### src/design/tfn_pkg.sv
// Shared types and constants for the triangle face normal block.
package tfn_pkg;

   localparam int QUEUE_DEPTH = 8;
   localparam int QPTR_W      = $clog2(QUEUE_DEPTH);
   localparam int QLVL_W      = $clog2(QUEUE_DEPTH + 1);

   typedef struct packed {
      logic              empty;
      logic [QLVL_W-1:0] level;
   } tfn_qstat_type;

endpackage

### src/design/tfn_queue.sv
// Short queue that decouples the front end from the normalizing back end.
module tfn_queue #(
   parameter int WIDTH = 8
) (
   input  logic                   clock,
   input  logic                   reset,
   input  logic                   push,
   input  logic [WIDTH-1:0]       push_item,
   input  logic                   pop,
   output logic [WIDTH-1:0]       pop_item,
   output tfn_pkg::tfn_qstat_type qstat
);
   import tfn_pkg::*;

   logic [WIDTH-1:0]  mem [QUEUE_DEPTH];
   logic [QPTR_W-1:0] wr_ptr_ff, wr_ptr_in;
   logic [QPTR_W-1:0] rd_ptr_ff, rd_ptr_in;
   logic [QLVL_W-1:0] level_ff, level_in;

   assign wr_ptr_in = push ? wr_ptr_ff + 1'b1 : wr_ptr_ff;
   assign rd_ptr_in = pop ? rd_ptr_ff + 1'b1 : rd_ptr_ff;
   assign level_in  = level_ff + QLVL_W'(push) - QLVL_W'(pop);

   always_ff @(posedge clock) begin
      if (reset) begin
         wr_ptr_ff <= '0;
         rd_ptr_ff <= '0;
         level_ff  <= '0;
      end else begin
         wr_ptr_ff <= wr_ptr_in;
         rd_ptr_ff <= rd_ptr_in;
         level_ff  <= level_in;
      end
      if (push)
         mem[wr_ptr_ff] <= push_item;
   end

   assign pop_item    = mem[rd_ptr_ff];
   assign qstat.empty = level_ff == '0;
   assign qstat.level = level_ff;

endmodule

### config.mk
export PLATFORM = sky130hd
export DESIGN_NAME = tfn_queue
export DESIGN_NICKNAME = d
export VERILOG_FILES = /design/src/design/tfn_pkg.sv /design/src/design/tfn_queue.sv
export SDC_FILE = /design/constraint.sdc
export NUM_CORES = 1
export LEC_CHECK = 0
export BUFFER_PORTS_ARGS = -buffer_cell sky130_fd_sc_hd__buf_2
export CORE_MARGIN = 3
export CORE_UTILIZATION = 50
export CTS_CLUSTER_DIAMETER = 60
export DETAILED_ROUTE_END_ITERATION = 16
export PLACE_DENSITY = 0.7
export SYNTH_ARGS = -nofsm -noshare
export SYNTH_HDL_FRONTEND = slang
export SYNTH_SLANG_ARGS = --single-unit
### constraint.sdc
create_clock -name clock -period 1.8 [get_ports clock]
set_input_delay 0 -clock clock [delete_from_list [all_inputs] [get_ports clock]]
set_output_delay 0 -clock clock [all_outputs]
set_load 0.02 [all_outputs]
---- Word level (Yosys, flattened, before mapping) ----
Memories as Yosys holds them, arrays and structs flattened. A register that Yosys moved wholly into a read port is not among the register bits.
Cells that the tools add are included.
word-level totals
  register bits after elaboration ......... 10
  memory bits (writable) .................. 64
  logic and storage cells ................. 13
  output and inout bits ................... 13
  memories kept ........................... 1
  bits of input ports ..................... 12
memories
  name  words  width  rd ports  clocked after Yosys merged registers in  wr ports  line             text
  mem   8      8      1         1                                        1         tfn_queue.sv:15  logic [WIDTH-1:0] mem [QUEUE_DEPTH];
operators by class
  reduce and logical (&&, ||, !) cells .... 1
  $add $sub $neg .......................... 4
  muxes and demuxes ....................... 4
operator list
  operator             count
  $add 3x1->3 const B  2
  $mux 3               2
  $add 4x1->4          1
  $logic_not 4->1      1
  $sub 4x1->4          1
  $mux 1               2

---- Logic depth before layout (Yosys ltp) ----
  depth after elaboration ................. 3
  depth in mapped cells ................... 8
  depth with buffers taken out ............ 8

---- Least setup slack after synthesis ----
No wires, ideal clock.
  path kind ............................... flip-flop to flip-flop
  from .................................... register level_ff[0]
  to ...................................... register level_ff[2]
  required time ........................... 1.672 ns
  setup slack ............................. 0.126 ns
  buffers on the path ..................... 0
  stages on the path, launching flop included .. 9
  arrival ................................. 1.547 ns
  period minus slack after synthesis ...... 1.674 ns
  path through ............................ dfxtp_1 -> inv_1 -> ha_1 -> inv_1 -> ha_1 -> inv_1 -> fa_1 -> xor2_1 -> nor2_1
on the way
  cells in the longest elaborated chain, start to end .. 2
ends and longest elaborated chain
  element                 line             text
  from (decl)             tfn_queue.sv:18  logic [QLVL_W-1:0] level_ff, level_in;
  from (signal assigned)  tfn_queue.sv:32  level_ff <= level_in;
  $add 4x1->4             tfn_queue.sv:22  assign level_in = level_ff + QLVL_W'(push) - QLVL_W'(pop);
  $sub 4x1->4             tfn_queue.sv:22
Every way passes these cells.
A chain may end at the register's enable or synchronous reset.

==> results.txt <==
----------------------------------------------------
[Outcome]
  Status ... completed

[CTS]
  Clock tree from TritonCTS ... done
  CTS HTree Levels ... 3
  Clock input transition at the sequential cells of the worst setup and hold paths ... approximately 0.070 ns
  Total clock buffers created by CTS ... 9
  Number of clock sinks ... between 70 and 80
  Source-to-sink clock delay at the later pin of the worst-skew pair ... between 0.3 and 0.4 ns
  Max Root-Sink Buffers ... 2
  Cell at the root of the clock tree ... sky130_fd_sc_hd__clkbuf_8

[STA]
  Share of the cycle needed by the critical path after routing ... 99.7%
  Setup repair after global routing missed its margin ... yes
  Final critical path time including I/O delays and setup ... between 1.5 and 2 ns
  Final hold viol count ... 0
  Slew of the pin with the lowest slew margin ... 0.564 ns
  Max Clk Rate ... 557 MHz
  Maximum clock skew at final layout ... between 0.007 and 0.008 ns
  Max-slew violation count ... 0
  Final setup violation count ... 0
  Worst max-slew margin expressed relative to the limit ... slightly above 60%

[Logic synthesis]
  Post-synthesis cell type count ... 25
  Post-synthesis cell type with the largest combined area ... sky130_fd_sc_hd__edfxtp_1
  Share of synthesized cell area in full adder, half adder and majority cells ... 3.49%
  Synthesized-area fraction occupied by ao, oa, aoi and oai cells ... less than 1%
  Yosys reg bits ... 77
  Synthesized area per cell ... about 19 sq um
  Synth Instances ... ~160
  Share of Yosys cell area claimed by the top area cell type ... between 60% and 70%
  Number of warning messages in the yosys log ... 0
  Xor/xnor share of the synthesized area ... under 10%
  Post-synthesis simple-gate area fraction ... just over 4%
  Area of the mapped netlist ... a little over 0.003 sq mm
  Proportion of synthesized chip area in sequential cells ... ~71%
  Largest family of logic cells by synthesized area ... multiplexers
  Top cells by area in the synthesized netlist ... sky130_fd_sc_hd__edfxtp_1 62%, sky130_fd_sc_hd__mux4_1 13%, sky130_fd_sc_hd__dfxtp_1 8.4%, sky130_fd_sc_hd__mux2_2 2.9%, sky130_fd_sc_hd__ha_1 2.8%
  Post-synthesis mux area share ... between 15 and 20%
  Synthesized net count ... 181

[Critical path]
  Origin of the critical flop-to-flop path ... level_ff[0]$_SDFF_PP0_
  Top cell family by delay on the critical path ... multiplexers
  Critical-path top delay cell ... sky130_fd_sc_hd__mux4_2
  Category of the most critical setup path ... reg -> out
  Crit. End Element ... primary output
  Buffer and inverter count on the worst path ... 2
  Worst-path maximum fanout ... 8
  Maximum single-stage delay on the critical path ... just under 0.5 ns
  Cell-by-cell listing of the critical path ... buf_12 -> mux4_2 -> mux2_4 -> buf_6
  Launching element type of the critical path ... flip-flop
  Crit path arrival time ... between 1.5 and 2 ns
  Data required time of the worst path ... approximately 1.8 ns

[Layout]
  Most common cell after layout, fill and taps aside ... sky130_fd_sc_hd__edfxtp_1
  Fillers ... roughly 430
  Layout cells sized above 1 ... 33.2%
  Number of antenna diodes ... 0
  Number of nets in the layout ... 230
  Layout-stage area growth over the synthesis result ... 17.1%
  Footprint of the multi-input gates ... between 700 and 800 sq um
  Filler-free cell count of the finished design ... between 200 and 300
  Commonest cells after routing, fill and taps aside ... 64 x sky130_fd_sc_hd__edfxtp_1, 16 x sky130_fd_sc_hd__mux4_2, 16 x sky130_fd_sc_hd__nor2_1, 16 x sky130_fd_sc_hd__buf_2, 12 x sky130_fd_sc_hd__dfxtp_1
  Reg area ... 0.00219 sq mm

[Power]
  Pleak ... ~1.3 nW
  Ratio of total power to cell area ... between 1000 and 1500 mW/mm^2
  Worst voltage drop across the vdd grid ... ~0.67 mV
  Post-layout total power ... about 3.8 mW

[Die]
  Effective utilization at floorplan ... roughly 54%
  # IOs ... 25
  Die H ... about 84 um
  Number of rows created at floorplan ... 27
  CORE AREA ... 0.00574 sq mm
  Die Wd ... around 84 um
  Die area ... between 0.007 and 0.008 sq mm

[Placed design]
  Detailed Place HPWL ... 3.51 mm
  Final GP Congestion ... between 0.6 and 0.7
  Number of placed instances with taps included ... about 260
  Count of buffers inserted at the top-level ports ... 24

[Drt]
  Detailed Route Iter0 Violations ... 83
  Detailed-route DRC error count ... 0
  Number of iterations in the first detailed-routing pass ... 4
  Average via count per standard cell ... between 5 and 6
  Total number of vias ... between 1500 and 2000
  Drt total wl ... ~5.6 mm
  Post-route ant nets ... 0
  WL/cell ... slightly below 20 um

[GRT]
  Maximum number of pins on one net before global-route repair ... 17
  Number of antenna violations at the first check in global routing ... 0
  Congestion Overflow GR ... 0
  Total track usage ... 17.2%
  Global-route wire length before repair ... ~8.9 mm
  Via count of the first global-routing pass ... 1719

[Hold path]
  Type of the tightest min-delay check ... in -> reg
  Startpoint of the lowest-slack hold path ... push

[Job]
  Count of max-cap constraint violations ... 0

----------------------------------------------------
worst min-delay path: stages:
cell                      delay (ns)
sky130_fd_sc_hd__buf_2          0.15
sky130_fd_sc_hd__xnor2_1        0.09
sky130_fd_sc_hd__nor2_1         0.08
routing by layer:
| metal | wire length (um) | vias to the layer above | track usage (%) |
|---|---|---|---|
| met1 | 2340 | 785 | 21.0 |
| met4 | 107 | 0 | 8.78 |
| met5 | 0 | - | 0 |
| met2 | 2830 | 45 | 28.9 |
| met3 | 311 | 10 | 3.53 |
| li1 | - | 712 | - |
cell type report:
type | instances | share of cell area [%]
Sequential cell | 77 | 60.6
Multi-Input combinational cell | 71 | 21.7
Timing Repair Buffer | 44 | 10.4
Clock buffer | 11 | 3.64
Tap cell | 72 | 2.50
Inverter | 7 | 0.728
Clock inverter | 4 | 0.451
metrics by stage:
stage          setup WS [ns]  util, %  hold WS [ns]  setup TNS, ns  instance area (sq um)
6_report             0.00596     62.8        0.0140              0                   3610
5_1_grt              -0.0614     62.8        0.0261         -0.349                   3610
4_1_cts              -0.0220     62.8       0.00167         -0.143                   3610
3_5_place_dp           0.181     58.0         0.273              0                   3330
3_3_place_gp           0.271     58.0         0.254              0                   3330
2_1_floorplan          0.126        -        0.0989              0                   3080
kinds of logic after synthesis:
group                    after synthesis
adder cells (fa/ha/maj)                8
multiplexers                          26
AND/OR/NAND/NOR                       29
AO/OA/AOI/OAI                          3
buffers and inverters                 13
flip-flops                            77
XOR/XNOR                               5
report_power, final:
group / total [mW] / switching, mW / internal (mW)
Sequential: 2.07 / 0.0560 / 2.01
Combinational: 0.676 / 0.345 / 0.331
Clock: 1.03 / 0.552 / 0.477
state kept, by name, summed over array words and instances (netlist names), named ones only:
register / count
rd_ptr_ff: 3
mem: 64
level_ff: 4
wr_ptr_ff: 3
cell usage after synthesis:
cell type	n
sky130_fd_sc_hd__buf_2	1
sky130_fd_sc_hd__buf_12	1
sky130_fd_sc_hd__and3_1	1
sky130_fd_sc_hd__nand3_1	1
sky130_fd_sc_hd__mux4_2	1
sky130_fd_sc_hd__a31o_2	1
sky130_fd_sc_hd__dfxtp_1	13
sky130_fd_sc_hd__nand2_1	4
sky130_fd_sc_hd__buf_1	1
sky130_fd_sc_hd__fa_1	1
sky130_fd_sc_hd__xnor2_1	2
sky130_fd_sc_hd__edfxtp_1	64
sky130_fd_sc_hd__mux2i_1	2
sky130_fd_sc_hd__clkbuf_1	2
sky130_fd_sc_hd__nor2_1	16
sky130_fd_sc_hd__mux4_1	15
sky130_fd_sc_hd__mux2_2	8
sky130_fd_sc_hd__nand2b_1	4
sky130_fd_sc_hd__a21oi_1	2
sky130_fd_sc_hd__buf_6	1
sky130_fd_sc_hd__inv_1	7
sky130_fd_sc_hd__ha_1	7
sky130_fd_sc_hd__xor2_1	3
sky130_fd_sc_hd__nor3_1	2
sky130_fd_sc_hd__nor2b_1	1
repair_timing:
action,4_1_cts,5_1_grt
setup buffers,0,0
setup endpoints to repair,8,8
cloned,1,0
hold buffers,9,0
gates resized for setup,38,0
endpoints found under the hold margin,70,0
path summary, 6_finish.rpt:
path	to	slack [ns]	cells past startpoint
worst max-delay path	pop_item[1]	0.006	4
worst max register to register	level_ff[2]$_SDFF_PP0_	0.17	8
worst min register to register	flip-flop	0.56	2
worst min-delay path	wr_ptr_ff[0]$_SDFFE_PP0P_	0.01	3
Note: power is estimated with default switching activity, not from simulation.
